**src/rtl/min_perfect_number_scan_defines.svh**
```systemverilog
// ---------------------------------------------------------------------------
// Minimum perfect number scan: assertion macros
// Shared concurrent assertion forms, clocked on clk and reset by rst_n.
// ---------------------------------------------------------------------------
`ifndef MIN_PERFECT_NUMBER_SCAN_DEFINES_SVH
`define MIN_PERFECT_NUMBER_SCAN_DEFINES_SVH

// same-cycle implication
`define MPNS_ASSERT_SAME(label, ante, cons) \
  label: assert property (@(posedge clk) disable iff (!rst_n) (ante) |-> (cons)) \
    else $error("mpns assertion failed");

// next-cycle implication
`define MPNS_ASSERT_NEXT(label, ante, cons) \
  label: assert property (@(posedge clk) disable iff (!rst_n) (ante) |=> (cons)) \
    else $error("mpns assertion failed");

`endif

```
**src/rtl/mpns_pkg.sv**
```systemverilog
// ---------------------------------------------------------------------------
// Minimum perfect number scan: package
// Sequencer states, divider handshake structs and fixed result widths.
// ---------------------------------------------------------------------------
package mpns_pkg;

  localparam int MIN_BITS = 15;

  typedef enum logic [1:0] {
    ST_IDLE,
    ST_DIV,
    ST_DONE
  } st_t;

  typedef struct packed {
    logic start;
  } div_req_t;

  typedef struct packed {
    logic done;
    logic rem_zero;
  } div_rsp_t;

endpackage

```
**src/rtl/mpns_divider.sv**
```systemverilog
// ---------------------------------------------------------------------------
// Minimum perfect number scan: remainder unit
// Restoring divider, one quotient bit per cycle; reports a zero remainder.
// ---------------------------------------------------------------------------
module mpns_divider #(
  parameter int MAG_W = 15
) (
  input  logic                 clk,
  input  logic                 rst_n,
  input  mpns_pkg::div_req_t   req,
  input  logic [MAG_W-1:0]     dividend,
  input  logic [MAG_W-1:0]     divisor,
  output mpns_pkg::div_rsp_t   rsp
);
  import mpns_pkg::*;

  localparam int CNT_W = $clog2(MAG_W + 1);

  logic [MAG_W-1:0] dvd_r, dvd_nxt;
  logic [MAG_W-1:0] dsr_r, dsr_nxt;
  logic [MAG_W-1:0] rem_r, rem_nxt;
  logic [CNT_W-1:0] cnt_r, cnt_nxt;
  logic             done_r, done_nxt;
  logic             zero_r, zero_nxt;

  logic [MAG_W:0]   trial;
  logic [MAG_W:0]   diff;
  logic [MAG_W-1:0] rem_step;

  always_comb begin
    trial    = {rem_r, dvd_r[MAG_W-1]};
    diff     = trial - {1'b0, dsr_r};
    rem_step = (trial >= {1'b0, dsr_r}) ? diff[MAG_W-1:0] : trial[MAG_W-1:0];

    dvd_nxt  = dvd_r;
    dsr_nxt  = dsr_r;
    rem_nxt  = rem_r;
    cnt_nxt  = cnt_r;
    done_nxt = 1'b0;
    zero_nxt = zero_r;
    if (req.start) begin
      dvd_nxt = dividend;
      dsr_nxt = divisor;
      rem_nxt = '0;
      cnt_nxt = CNT_W'(MAG_W);
    end else if (cnt_r != '0) begin
      dvd_nxt = {dvd_r[MAG_W-2:0], 1'b0};
      rem_nxt = rem_step;
      cnt_nxt = cnt_r - 1'b1;
      if (cnt_r == CNT_W'(1)) begin
        done_nxt = 1'b1;
        zero_nxt = (rem_step == '0);
      end
    end
  end

  always_ff @(posedge clk) begin
    if (!rst_n) begin
      cnt_r  <= '0;
      done_r <= 1'b0;
    end else begin
      cnt_r  <= cnt_nxt;
      done_r <= done_nxt;
    end
  end

  always_ff @(posedge clk) begin
    dvd_r  <= dvd_nxt;
    dsr_r  <= dsr_nxt;
    rem_r  <= rem_nxt;
    zero_r <= zero_nxt;
  end

  assign rsp.done     = done_r;
  assign rsp.rem_zero = zero_r;

endmodule

```
**src/rtl/min_perfect_number_scan.sv**
```systemverilog
// ---------------------------------------------------------------------------
// Minimum perfect number scan: top level
// Trial-division aliquot sum per element; keeps the smallest perfect value
// and reports it after the element flagged as last.
//
//   channel | handshake             | payload
//   --------+-----------------------+----------------------------------
//   in_     | in_valid / in_ready   | in_element, in_last_element
//   out_    | out_valid / out_ready | out_min_perfect, out_found
//
// Each candidate divisor is tested in turn in the shared remainder unit. For a
// positive element v >= 2 the divisors 1 to v-1 are tried; the scan stops
// early once the divisor sum passes v. Other elements skip the remainder unit.
// in_ready is high only while the sequencer is idle. A result waits in the
// output register; the next element is taken meanwhile, and only a further
// last element stalls until that result is transferred.
// Reset: synchronous, active low; clears sequencer, minimum and output valid.
// ---------------------------------------------------------------------------
`include "min_perfect_number_scan_defines.svh"

module min_perfect_number_scan #(
  parameter int VALUE_BITS = 16
) (
  input  logic                  clk,
  input  logic                  rst_n,
  input  logic                  in_valid,
  output logic                  in_ready,
  input  logic [VALUE_BITS-1:0] in_element,
  input  logic                  in_last_element,
  output logic                  out_valid,
  input  logic                  out_ready,
  output logic [14:0]           out_min_perfect,
  output logic                  out_found
);
  import mpns_pkg::*;

  localparam int MAG_W = VALUE_BITS - 1;
  localparam int EXT_W = (MAG_W > MIN_BITS) ? MAG_W : MIN_BITS;

  st_t                 state_r, state_nxt;
  logic [MAG_W-1:0]    val_r, val_nxt;
  logic                last_r, last_nxt;
  logic [MAG_W-1:0]    d_r, d_nxt;
  logic [MAG_W:0]      sum_r, sum_nxt;
  logic [MIN_BITS-1:0] min_r, min_nxt;
  logic                any_r, any_nxt;
  logic                out_valid_r, out_valid_nxt;
  logic [MIN_BITS-1:0] out_min_r, out_min_nxt;
  logic                out_found_r, out_found_nxt;

  div_req_t            div_req;
  div_rsp_t            div_rsp;
  logic [MAG_W-1:0]    div_dividend;
  logic [MAG_W-1:0]    div_divisor;

  logic [MAG_W-1:0]    mag;
  logic                cand;
  logic [MAG_W:0]      acc;
  logic [MAG_W-1:0]    dinc;
  logic [EXT_W-1:0]    val_ext;
  logic [MIN_BITS-1:0] v15;

  mpns_divider #(
    .MAG_W (MAG_W)
  ) u_div (
    .clk      (clk),
    .rst_n    (rst_n),
    .req      (div_req),
    .dividend (div_dividend),
    .divisor  (div_divisor),
    .rsp      (div_rsp)
  );

  always_comb begin
    mag     = in_element[MAG_W-1:0];
    cand    = !in_element[VALUE_BITS-1] && (mag >= MAG_W'(2));
    acc     = div_rsp.rem_zero ? (sum_r + {1'b0, d_r}) : sum_r;
    dinc    = d_r + 1'b1;
    val_ext = EXT_W'(val_r);
    v15     = val_ext[MIN_BITS-1:0];

    state_nxt     = state_r;
    val_nxt       = val_r;
    last_nxt      = last_r;
    d_nxt         = d_r;
    sum_nxt       = sum_r;
    min_nxt       = min_r;
    any_nxt       = any_r;
    out_valid_nxt = out_valid_r && !out_ready;
    out_min_nxt   = out_min_r;
    out_found_nxt = out_found_r;
    div_req.start = 1'b0;
    div_dividend  = val_r;
    div_divisor   = dinc;

    case (state_r)
      ST_IDLE: begin
        if (in_valid) begin
          val_nxt  = mag;
          last_nxt = in_last_element;
          if (cand) begin
            d_nxt         = MAG_W'(1);
            sum_nxt       = '0;
            div_req.start = 1'b1;
            div_dividend  = mag;
            div_divisor   = MAG_W'(1);
            state_nxt     = ST_DIV;
          end else begin
            state_nxt = ST_DONE;
          end
        end
      end
      ST_DIV: begin
        if (div_rsp.done) begin
          sum_nxt = acc;
          if (acc > {1'b0, val_r}) begin
            state_nxt = ST_DONE;
          end else if (dinc == val_r) begin
            if (acc == {1'b0, val_r}) begin
              if (!any_r || (v15 < min_r)) begin
                min_nxt = v15;
              end
              any_nxt = 1'b1;
            end
            state_nxt = ST_DONE;
          end else begin
            d_nxt         = dinc;
            div_req.start = 1'b1;
          end
        end
      end
      ST_DONE: begin
        if (!last_r) begin
          state_nxt = ST_IDLE;
        end else if (!out_valid_r || out_ready) begin
          out_valid_nxt = 1'b1;
          out_min_nxt   = any_r ? min_r : '0;
          out_found_nxt = any_r;
          min_nxt       = '0;
          any_nxt       = 1'b0;
          state_nxt     = ST_IDLE;
        end
      end
      default: begin
        state_nxt = ST_IDLE;
      end
    endcase
  end

  always_ff @(posedge clk) begin
    if (!rst_n) begin
      state_r     <= ST_IDLE;
      min_r       <= '0;
      any_r       <= 1'b0;
      out_valid_r <= 1'b0;
    end else begin
      state_r     <= state_nxt;
      min_r       <= min_nxt;
      any_r       <= any_nxt;
      out_valid_r <= out_valid_nxt;
    end
  end

  always_ff @(posedge clk) begin
    val_r       <= val_nxt;
    last_r      <= last_nxt;
    d_r         <= d_nxt;
    sum_r       <= sum_nxt;
    out_min_r   <= out_min_nxt;
    out_found_r <= out_found_nxt;
  end

  assign in_ready        = (state_r == ST_IDLE);
  assign out_valid       = out_valid_r;
  assign out_min_perfect = out_min_r;
  assign out_found       = out_found_r;

  `MPNS_ASSERT_SAME(a_done_in_div, div_rsp.done, state_r == ST_DIV)
  `MPNS_ASSERT_SAME(a_sum_bounded, state_r == ST_DIV, sum_r <= {1'b0, val_r})
  `MPNS_ASSERT_SAME(a_min_clear, !any_r, min_r == '0)
  `MPNS_ASSERT_SAME(a_none_zero, out_valid_r && !out_found_r, out_min_r == '0)
  `MPNS_ASSERT_NEXT(a_busy_after_take, in_valid && in_ready, state_r != ST_IDLE)

endmodule

```
**config.mk**
```make
export PLATFORM = sky130hd
export DESIGN_NAME = min_perfect_number_scan
export DESIGN_NICKNAME = d
export VERILOG_FILES = /design/src/rtl/mpns_pkg.sv /design/src/rtl/mpns_divider.sv /design/src/rtl/min_perfect_number_scan.sv
export VERILOG_INCLUDE_DIRS = /design/src /design/src/rtl
export SDC_FILE = /design/constraint.sdc
export NUM_CORES = 1
export LEC_CHECK = 0
export BUFFER_PORTS_ARGS = -buffer_cell sky130_fd_sc_hd__buf_2
export CORE_ASPECT_RATIO = 1.4
export CORE_MARGIN = 5
export CORE_UTILIZATION = 44
export CTS_CLUSTER_DIAMETER = 50
export CTS_CLUSTER_SIZE = 14
export DETAILED_ROUTE_END_ITERATION = 10
export PLACE_DENSITY_LB_ADDON = 0.2
export REMOVE_ABC_BUFFERS = 1
export SLEW_MARGIN = 20
export SYNTH_ARGS = -nofsm -noshare
export SYNTH_HDL_FRONTEND = slang
export SYNTH_SLANG_ARGS = --single-unit
```
**constraint.sdc**
```tcl
create_clock -name clk -period 5.15 [get_ports clk]
set_input_delay 0 -clock clk [delete_from_list [all_inputs] [get_ports clk]]
set_output_delay 0 -clock clk [all_outputs]
set_load 0.05 [all_outputs]
```
==> results of run 1 <==
-- cell usage in the layout, fill, tap and decap left out, drive strengths merged, types with 4 or more instances in the layout --
master,synthesis,layout
nor2,81,81
clkinv,0,6
edfxtp,94,94
o21bai,4,4
or3,8,8
nor3,16,16
a21oi,43,43
dfxtp,39,39
mux2,7,7
dlygate4sd3,0,18
a211oi,19,19
xor2,12,12
nor2b,11,11
o32a,15,15
ha,62,62
and3,6,6
nand2,106,106
nand4,12,12
xnor2,26,26
o2111ai,18,18
a31oi,9,9
o21ai,35,35
nor4,14,14
o211ai,16,16
a21o,12,12
buf,14,64
a211o,5,5
a2111oi,4,4
mux2i,13,13
inv,67,71
clkbuf,36,21
nand2b,9,9
and2,34,34
o21a,10,10
nand3,49,49
-- registers in the layout (all words and copies together) (netlist names) --
| name | cells |
|---|---|
| sum_r | 16 |
| d_r | 15 |
| min_r | 15 |
| out_min_perfect | 15 |
| u_div.dsr_r | 15 |
| u_div.dvd_r | 15 |
| u_div.rem_r | 15 |
| v15 | 15 |
| u_div.cnt_r | 4 |
| state_r | 2 |
| any_r | 1 |
| last_r | 1 |
| out_found | 1 |
| out_valid | 1 |
| u_div.done_r | 1 |
| u_div.zero_r | 1 |
-- power groups by stage --
stage          sequential [W]  clock (W)  combinational [W]
3_5_place_dp          0.00152          0            0.00163
5_1_grt               0.00152    0.00125            0.00184
6_report              0.00151    0.00118            0.00166
3_3_place_gp          0.00152          0            0.00161
4_1_cts               0.00150    0.00120            0.00165
2_1_floorplan         0.00149          0            0.00120
-- per-layer routing --
metal | up-vias | wire, um
li1 | 3646 | -
met1 | 3570 | 10100
met2 | 197 | 12100
met3 | 69 | 930
met4 | 0 | 989
met5 | - | 0
-- final cells by class --
| type | instances | area, um^2 |
|---|---|---|
| Timing Repair Buffer | 82 | 591 |
| Clock inverter | 11 | 88.8 |
| Multi-Input combinational cell | 708 | 4850 |
| Fill cell | 1839 | 9740 |
| Sequential cell | 133 | 3600 |
| Tap cell | 252 | 315 |
| Clock buffer | 21 | 483 |
| Inverter | 67 | 251 |
-- how the worst max path moves through the flow --
stage | cells past startpoint | slack, ns | to | start
final | 21 | 0.31 | u_div.dvd_r[11] | d_r[0]
after global routing | 21 | -0.01 | u_div.dvd_r[11] | d_r[0]
after CTS | 21 | 0.19 | u_div.dvd_r[11] | d_r[0]
after detailed placement | 21 | 0.21 | u_div.dvd_r[0] | d_r[0]
after global placement | 19 | 0.34 | u_div.dvd_r[3] | d_r[1]
after floorplan | 20 | -0.60 | u_div.dvd_r[0] | d_r[0]
-- stage by stage --
step            util  hold WS (ns)  worst slack, ns  total power, W  instances
6_report       0.511        0.0638            0.312         0.00435       1274
5_1_grt        0.511         0.117          -0.0145         0.00462       1274
2_1_floorplan      -        0.0989           -0.599         0.00270        908
4_1_cts        0.510        0.0484            0.188         0.00436       1273
3_5_place_dp   0.472         0.182            0.213         0.00316       1223
3_3_place_gp   0.472         0.178            0.338         0.00314       1223
-- timing repair --
action	in CTS	in global routing
hold buffers	18	0
resized for setup	0	2
buffers inserted	0	1
hold endpoints to repair	33	0
endpoints found under the setup margin	0	73
-- worst reg2reg max path, cell delays in order, from the launching register on --
cell and delay [ns]:
edfxtp_1 0.35, ha_1 0.19, inv_1 0.06, fa_1 0.41, nor2b_1 0.14, o21a_1 0.15
o21ai_0 0.14, a31oi_1 0.21, o21ai_0 0.16, a21oi_1 0.22, mux2i_1 0.27, nand3_1 0.12
ha_1 0.31, nand4_1 0.13, nor3_2 0.26, and4_4 0.29, a41oi_1 0.05, a211oi_1 0.27
a21bo_1 0.28, o21ai_4 0.18, nand2b_1 0.18, buf_12 0.17
-- kinds of logic (layout without fill, tap and decap cells) --
group	Yosys count	count (layout)	share of synthesized area
compound gates	224	224	0.185
xor+xnor	38	38	0.0374
fa+ha+maj	64	64	0.0916
buf+inv	117	181	0.0541
flops	133	133	0.405
mux	20	20	0.0235
simple gates	362	362	0.204
==> metrics.md, run 1 <==
| Metric | Value |
|---|---|
| Critical Path Max Stage Delay | `~0.41 ns` |
| Reg power frac | `0.346` |
| Hold depth | `6` |
| Crit path time final | `a little under 5 ns` |
| Die area | `around 23000 um^2` |
| Psw | `between 0.0015 and 0.002 W` |
| R2r setup slk | `around 0.31 ns` |
| Clock share of power | `0.271` |
| Hold_sp | `in_element[15]` |
| Switching Share | `0.373` |
| GRT Total Usage | `0.216` |
| DR vias | `~7.5k` |
| Clk slew on worst S/H paths | `about 0.06 ns` |
| Cts bufs inserted | `17` |
| R2R depth | `21` |
| Worst-Margin Slew | `0.892 ns` |
| Met2 GRT Util | `0.370` |
| Remaining antenna violation count | `0` |
| Average wire per standard cell | `approximately 19 um` |
| LEAKAGE | `3.97 nW` |
| Slew Viols, Final | `0` |
| Clock Latency Late Sink | `~0.43 ns` |
| Largest net degree at the start of global routing | `39` |
| YS warnings | `0` |
| Global Route met1 Usage | `0.267` |
| Hold endpoint | `state_r[1]` |
| Critical path's slowest cell | `fa_1` |
| Layout Nets | `approximately 1.1k` |
| Routed WL | `approximately 24 mm` |
| Post-route setup TNS | `0 ns` |
| Count leader, synth | `nand2_1` |
| Fmax achieved | `slightly above 0.2 GHz` |
| #FFs+latches synth | `roughly 130` |
| Clk_skew | `0.0106 ns` |
| Main synth FF type | `edfxtp_1` |
| GRT overflow | `0` |
| EDFF count, synth | `94` |
| Crit-path max FO | `15` |
| Required time worst endpoint | `approximately 5.3 ns` |
| Peak VDD IR | `between 200 and 250 uV` |
| Worst path cell trace | `ha_1, inv_1, fa_1, nor2b_1, o21a_1, o21ai_0, a31oi_1, o21ai_0, a21oi_1, mux2i_1, nand3_1, ha_1, nand4_1, nor3_2, and4_4, a41oi_1, a211oi_1, a21bo_1, o21ai_4, nand2b_1, buf_12` |
| CP Launch Type | `flip-flop` |
| Max-cap violation count | `0` |
| CP endpoint kind | `flip-flop` |
| Final setup violation count | `0` |
| R2R Path Start | `d_r[0]` |
| RR Endpoint | `u_div.dvd_r[11]` |
| Global placer's final weighted congestion | `between 0.9 and 1` |
| Pwr/cell area | `approximately 430 nW/um^2` |
| Library cells used by synthesis | `76` |
| Endpoints failing hold | `0` |
| CP Class | `flip-flop to flip-flop` |
| Layout cells sized above 1 | `0.127` |
| Maximum clock insertion buffer count | `2` |
| Syn avg cell area | `just over 9 um^2` |
| FFs w/ async S/R, synth | `0` |
| H-Tree Level Count | `4` |
| Status | `completed` |
| First-pass iteration count of the detailed router | `5` |
| Post-synth top area share | `0.317` |
| Synth area leader | `edfxtp_1` |
| Met3 usage | `0.0294` |
| Width of the die | `around 130 um` |
| CTS sink cnt | `roughly 130` |
| Cell family with most CP delay | `compound AO/OA/AOI/OAI gates` |
| Final worst-path cycle share | `0.939` |
| Cell count after synthesis | `approximately 960` |
| Area contributors post-synth | `edfxtp_1 (32%), dfxtp_1 (8.8%), ha_1 (8.7%), nand2_1 (4.4%), nor2_1 (3.4%)` |
| Busiest grt layer | `met2` |
| Starting Density | `0.447` |
| Die Y-Extent | `approximately 180 um` |
| Io pins | `39` |
| Row count | `61` |
| Most frequent cells after synthesis | `nand2_1 (105), edfxtp_1 (94), nor2_1 (81)` |
| Sequential area share after synthesis | `0.405` |
| Initial drt markers | `584` |
| Buffers & Inverters on Critical Path | `2` |
| Internal | `around 0.0027 W` |
| Comb pwr share | `0.382` |
| Root Driver | `clkbuf_16` |
| Area delta synth->final | `14.3%` |
| Vias in the first global route | `roughly 7.2k` |
| Placed cell area | `~9400 um^2` |
| DRC Markers | `0` |
| Vias per cell | `about 5.9` |
| Finished Cell Area | `10200 um^2` |
| PortBufs | `38` |
| Worst min path class | `primary input to flip-flop` |
| CTS tree | `built` |
| Core Box Area | `19900 um^2` |
| Antenna diodes | `0` |
| Max_slew headroom | `0.404` |
| First-pass GRT wire length | `roughly 39 mm` |
| CP Data Arrival Time | `just under 5 ns` |
| Post-synthesis cell area | `a little under 9000 um^2` |
| Initial antenna violation count | `0` |
| Post-DP HPWL | `17.6 mm` |
Note: power is estimated with default switching activity, not from simulation.
==> inputs of run 2 (changes only) <==
REMOVE_ABC_BUFFERS = default   (was 1)
==> run 2 against run 1 <==
  * Non-clock buffer count increased by 2
  * Combinational power hardly changed
  * Design area up 0.49%
  * Clock-buffer cell count is 1 higher
  * Worst setup slack gained 0.019 ns
  * Global-route usage grew 0.49 points
  * Flip-flop and latch count unchanged
==> metrics.md, run 2 (same netlist as run 1, synthesis figures left out) <==
| Metric | Value |
|---|---|
| Max-cap violation count | `0 (unchanged)` |
| PortBufs | `38 (unchanged)` |
| Unrepaired setup endpoints after global routing | `no` |
| Post-DP HPWL | `18.2 mm (was 17.6 mm)` |
| Worst path cell trace | `ha_1, nor2b_1, o21a_1, o21ai_0, a31oi_1, o21ai_0, a21oi_1, mux2i_1, nand3_1, ha_1, nand4_1, nor3_2, and4_1, a41oi_1, a211oi_2, a21bo_2, o21ai_4, nand2b_1, buf_6 (was ha_1, inv_1, fa_1, nor2b_1, o21a_1, o21ai_0, a31oi_1, o21ai_0, a21oi_1, mux2i_1, nand3_1, ha_1, nand4_1, nor3_2, and4_4, a41oi_1, a211oi_1, a21bo_1, o21ai_4, nand2b_1, buf_12)` |
| LEAKAGE | `3.99 nW (was 3.97 nW)` |
| Crit path time final | `4.82 ns (was 4.84 ns)` |
| CP Launch Type | `flip-flop (unchanged)` |
| Most frequent cells in the layout | `nand2_1 (105), edfxtp_1 (94), nor2_1 (81), inv_1 (67), ha_1 (62) (unchanged)` |
| Remaining antenna violation count | `0 (unchanged)` |
| Crit-path max FO | `15 (unchanged)` |
| Worst min path class | `primary input to flip-flop (unchanged)` |
| Required time worst endpoint | `5.27 ns (was 5.28 ns)` |
| Critical path's slowest cell | `edfxtp_1 (was fa_1)` |
| GRT Total Usage | `0.221 (was 0.216)` |
| Initial drt markers | `355 (was 584)` |
| CP Class | `flip-flop to flip-flop (unchanged)` |
| Total Power | `0.00442 W (was 0.00435 W)` |
| Status | `completed (unchanged)` |
| DR vias | `7444 (was 7482)` |
| Die area | `23200 um^2 (unchanged)` |
| Post-route setup TNS | `0 ns (unchanged)` |
| CP endpoint kind | `flip-flop (unchanged)` |
| Critical Path Max Stage Delay | `0.48 ns (was 0.41 ns)` |
| Starting Density | `0.447 (unchanged)` |
| Clock Latency Late Sink | `0.43 ns (about the same)` |
| Endpoints failing hold | `0 (unchanged)` |
| First-pass GRT wire length | `39.5 mm (was 38.7 mm)` |
| Core Box Area | `19900 um^2 (unchanged)` |
| H-Tree Level Count | `4 (unchanged)` |
| Commonest non-fill, non-tap cell in the layout | `nand2_1 (unchanged)` |
| Vias per cell | `5.83 (was 5.87)` |
| Footprint of the multi-input gates | `4850 um^2 (about the same)` |
| Slew Viols, Final | `0 (unchanged)` |
| DRC Markers | `0 (unchanged)` |
| Worst-Margin Slew | `0.880 ns (was 0.892 ns)` |
| Width of the die | `130 um (unchanged)` |
| Pwr/cell area | `432 nW/um^2 (was 427 nW/um^2)` |
| Layout Nets | `1096 (was 1094)` |
| Clk slew on worst S/H paths | `0.06 ns (about the same)` |
| Max_slew headroom | `0.413 (was 0.404)` |
| Hold depth | `6 (unchanged)` |
| Row count | `61 (unchanged)` |
| Clk_skew | `0.0135 ns (was 0.0106 ns)` |
| GRT overflow | `0 (unchanged)` |
| Die Y-Extent | `178 um (unchanged)` |
| Io pins | `39 (unchanged)` |
| Largest net degree at the start of global routing | `39 (unchanged)` |
| Maximum clock insertion buffer count | `2 (unchanged)` |
| Fmax achieved | `0.208 GHz (was 0.207 GHz)` |
| First-pass iteration count of the detailed router | `5 (unchanged)` |
| Layout cells sized above 1 | `0.130 (was 0.127)` |
| Biggest register | `sum_r (unchanged)` |
| Root Driver | `clkbuf_16 (unchanged)` |
| Vias in the first global route | `7546 (was 7211)` |
| R2R depth | `19 (was 21)` |
| Largest register FFs | `16 (unchanged)` |
| Initial antenna violation count | `0 (unchanged)` |
| Antenna diodes | `0 (unchanged)` |
| Final setup violation count | `0 (unchanged)` |
| Peak VDD IR | `255 uV (was 214 uV)` |
| R2r setup slk | `0.33 ns (was 0.31 ns)` |
| Average wire per standard cell | `19.4 um (was 18.9 um)` |
| Post-synth net total | `approximately 1.0k` |
| Finished Cell Area | `10200 um^2 (about the same)` |
| CP Data Arrival Time | `4.94 ns (was 4.97 ns)` |
| Global placer's final weighted congestion | `0.919 (was 0.966)` |
| CTS sink cnt | `133 (unchanged)` |
| Routed WL | `24.7 mm (was 24.1 mm)` |
| Cts bufs inserted | `17 (unchanged)` |
| CTS tree | `built (unchanged)` |
| Final worst-path cycle share | `0.936 (was 0.939)` |
| Area delta synth->final | `14.9% (was 14.3%)` |
| Fill cells | `1822 (was 1839)` |
| Placed cell area | `9410 um^2 (about the same)` |
| Area of all sequential standard cells | `3600 um^2 (unchanged)` |
## run 2: timing repair
item,in CTS,in global routing
endpoints found under the hold margin,33,0
hold buffers,18,0
endpoints found under the setup margin,0,80
resized for setup,0,5
setup buffers,0,2
## run 2: critical path: cells and delay by family (launching register included)
family                   cells  cell delay, ns
AO/OA/AOI/OAI                9            1.87
AND/OR/NAND/NOR              6            1.09
adder cells (fa/ha/maj)      2            0.70
flip-flops                   1            0.48
buffers and inverters        1            0.20
multiplexers                 1            0.19
## run 2: layout make-up
cell class                      count  share of cell area
Clock buffer                       22              0.0497
Clock inverter                     10              0.0103
Inverter                           67              0.0246
Multi-Input combinational cell    708               0.474
Sequential cell                   133               0.352
Tap cell                          252              0.0308
Timing Repair Buffer               84              0.0583
## run 2: final timing paths
path | to | startpoint
max | u_div.dvd_r[3] | d_r[2]
min | state_r[1] | in_element[15]
max reg2reg | u_div.dvd_r[3] | d_r[2]
min reg2reg | u_div.rem_r[14] | u_div.rem_r[14]
## run 2: metal layers
metal  global-route usage  vias to the layer above  routed length (um)
met3               0.0392                       65                1120
met1                0.247                     3518                9550
met4                0.148                        0                1710
li1                     -                     3646                   -
met2                0.379                      215               12400
met5                    0                        -                   0
## run 2: report_power, final
group	internal, W	switching, W
logic	0.000675	0.000975
registers	0.00136	0.000151
clock network	0.000760	0.000493
total	0.00280	0.00162
## run 2: stage by stage
step / utilization / std cells / setup slack (ns) / hold slack, ns
2_1_floorplan: - / 958 / 0.140 / 0.0989
3_3_place_gp: 0.472 / 1224 / 0.256 / 0.177
3_5_place_dp: 0.472 / 1224 / 0.131 / 0.179
4_1_cts: 0.512 / 1274 / 0.129 / 0.104
5_1_grt: 0.513 / 1276 / 0.0205 / 0.186
6_report: 0.513 / 1276 / 0.332 / 0.110
==> inputs of run 3 (changes only) <==
BUFFER_PORTS_ARGS = default   (was -buffer_cell sky130_fd_sc_hd__buf_2)
DONT_BUFFER_PORTS = 1   (was default)
==> run 3 against run 2 <==
  * Sequential power is essentially flat
  * Clock power shrank 3%
  * Critical endpoint is now d_r[6]
  * Largest cell class unchanged
  * Fmax decreased by 0.25%
==> metrics.md, run 3 (same netlist as run 1, synthesis figures left out) <==
| Metric | Value |
|---|---|
| Status | `completed (unchanged)` |
| Required time worst endpoint | `5.25 ns (was 5.27 ns)` |
| CP Data Arrival Time | `4.93 ns (was 4.94 ns)` |
| Endpoints failing hold | `0 (unchanged)` |
| Unrepaired setup endpoints after global routing | `no (unchanged)` |
| Fmax achieved | `0.207 GHz (was 0.208 GHz)` |
| Post-DP HPWL | `17.9 mm (was 18.2 mm)` |
| GRT Total Usage | `0.219 (was 0.221)` |
| Routed WL | `24.8 mm (was 24.7 mm)` |
| Peak VDD IR | `228 uV (was 255 uV)` |
| Area delta synth->final | `12.5% (was 14.9%)` |
| Crit path time final | `4.83 ns (was 4.82 ns)` |
| Clock Latency Late Sink | `0.43 ns (about the same)` |
| Final Worst Setup Slack | `0.320 ns (was 0.332 ns)` |
| Antenna diodes | `0 (unchanged)` |
| Post-route setup TNS | `0 ns (unchanged)` |
| Post-synth net total | `1043 (unchanged)` |
| Average wire per standard cell | `20.0 um (was 19.4 um)` |
| GRT overflow | `0 (unchanged)` |
| H-Tree Level Count | `4 (unchanged)` |
| DRC Markers | `0 (unchanged)` |
| Core Box Area | `19900 um^2 (unchanged)` |
| Largest register FFs | `16 (unchanged)` |
| Biggest register | `sum_r (unchanged)` |
| R2R Path Start | `d_r[0] (was d_r[2])` |
| Hold_sp | `out_ready (was in_element[15])` |
| Initial antenna violation count | `0 (unchanged)` |
| First-pass GRT wire length | `39.2 mm (was 39.5 mm)` |
| Cts bufs inserted | `17 (unchanged)` |
| Die area | `23200 um^2 (unchanged)` |
| PortBufs | `0 (was 38)` |
| Most frequent cells in the layout | `nand2_1 (105), edfxtp_1 (94), nor2_1 (80), inv_1 (67), ha_1 (62) (was nand2_1 (105), edfxtp_1 (94), nor2_1 (81), inv_1 (67), ha_1 (62))` |
| Crit-path max FO | `17 (was 15)` |
| Width of the die | `130 um (unchanged)` |
| Commonest non-fill, non-tap cell in the layout | `nand2_1 (unchanged)` |
| Hold depth | `3 (was 6)` |
| Clk_skew | `0.0109 ns (was 0.0135 ns)` |
| First-pass iteration count of the detailed router | `5 (unchanged)` |
| Worst-Margin Slew | `1.03 ns (was 0.880 ns)` |
| LEAKAGE | `3.86 nW (was 3.99 nW)` |
| Worst min path class | `primary input to flip-flop (unchanged)` |
| R2r setup slk | `0.32 ns (was 0.33 ns)` |
| Row count | `61 (unchanged)` |
| CP endpoint kind | `flip-flop (unchanged)` |
| DR vias | `7278 (was 7444)` |
| CP Launch Type | `flip-flop (unchanged)` |
| Largest net degree at the start of global routing | `39 (unchanged)` |
| Maximum clock insertion buffer count | `2 (unchanged)` |
| Pwr/cell area | `435 nW/um^2 (was 432 nW/um^2)` |
| Max_slew headroom | `0.313 (was 0.413)` |
| R2R depth | `20 (was 19)` |
| Vias in the first global route | `7337 (was 7546)` |
| Hold endpoint | `out_min_perfect[1] (was state_r[1])` |
| Max-cap violation count | `0 (unchanged)` |
| Final worst-path cycle share | `0.938 (was 0.936)` |
| Remaining antenna violation count | `0 (unchanged)` |
| CTS tree | `built (unchanged)` |
| Global placer's final weighted congestion | `0.940 (was 0.919)` |
| Slew Viols, Final | `0 (unchanged)` |
| RR Endpoint | `d_r[6] (was u_div.dvd_r[3])` |
| Root Driver | `clkbuf_16 (unchanged)` |
| CP Class | `flip-flop to flip-flop (unchanged)` |
| Pre-CTS setup slack | `0.292 ns (was 0.131 ns)` |
| Layout Nets | `1059 (was 1096)` |
| Io pins | `39 (unchanged)` |
| Final setup violation count | `0 (unchanged)` |
| Starting Density | `0.447 (unchanged)` |
| Vias per cell | `5.87 (was 5.83)` |
| Layout cells sized above 1 | `0.0932 (was 0.130)` |
| CTS sink cnt | `133 (unchanged)` |
| Die Y-Extent | `178 um (unchanged)` |
| Initial drt markers | `413 (was 355)` |
| Clk slew on worst S/H paths | `0.06 ns (about the same)` |
| Post-CTS Setup Bufs | `0 (unchanged)` |
[run 3: cell type report]
type / count / area, um^2
fillers: 1853 / 9910
multi-input cells: 708 / 4850
flip-flops and latches: 133 / 3600
clock buffers: 17 / 425
repair buffers: 47 / 419
well taps: 252 / 315
inverters: 67 / 251
clock inverters: 15 / 154
[run 3: where the power goes]
| group | switching, W | leakage [nW] | internal (W) |
|---|---|---|---|
| clock network | 0.000490 | 0.287 | 0.000717 |
| logic | 0.000955 | 2.37 | 0.000667 |
| registers | 0.000160 | 1.20 | 0.00136 |
| total | 0.00160 | 3.86 | 0.00275 |
[run 3: worst max-delay path by stage]
stage                                 to  slack [ns]   start  cells past startpoint
after floorplan           u_div.dsr_r[0]        0.14  d_r[0]                     21
after global placement    u_div.dvd_r[9]        0.41  d_r[2]                     19
after detailed placement  u_div.dvd_r[9]        0.29  d_r[0]                     21
after CTS                 u_div.dvd_r[2]        0.26  d_r[0]                     21
after global routing        u_div.zero_r        0.03  d_r[0]                     21
final                             d_r[6]        0.32  d_r[0]                     20
[run 3: through the flow]
step           total power, W  area (um^2)  utilization  hold slack, ns  instances
2_1_floorplan         0.00273         8900            -          0.0989        958
3_5_place_dp          0.00313         9210        0.462          0.0989       1186
6_report              0.00435        10000        0.503           0.120       1239
5_1_grt               0.00462        10000        0.503           0.159       1239
3_3_place_gp          0.00312         9200        0.462          0.0989       1186
4_1_cts               0.00437        10000        0.502           0.118       1239
[run 3: metal layers]
layer / up-vias / GRT usage / routed length, um
met5: - / 0 / 0
met4: 0 / 0.116 / 1250
met3: 59 / 0.0357 / 1010
met2: 215 / 0.382 / 12500
met1: 3435 / 0.253 / 10000
li1: 3569 / - / -
[run 3: worst max-delay path, cell delays in order (launching register included)]
cell      delay, ns
edfxtp_1       0.35
ha_1           0.20
inv_1          0.07
fa_1           0.40
nor2b_1        0.13
o21a_1         0.13
o21ai_0        0.13
a31oi_1        0.24
o21ai_0        0.15
a21oi_1        0.22
mux2i_1        0.26
nand2_1        0.08
ha_1           0.31
nand4_1        0.13
nor3_1         0.26
and4_1         0.31
a41oi_1        0.08
a211oi_2       0.28
a21bo_1        0.29
o21ai_4        0.14
buf_4          0.33
[run 3: repair_timing]
action | 4_1_cts | 5_1_grt
gates resized for setup | 0 | 2
endpoints found under the setup margin | 0 | 52
hold endpoints to repair | 55 | 0
hold buffers | 21 | 0
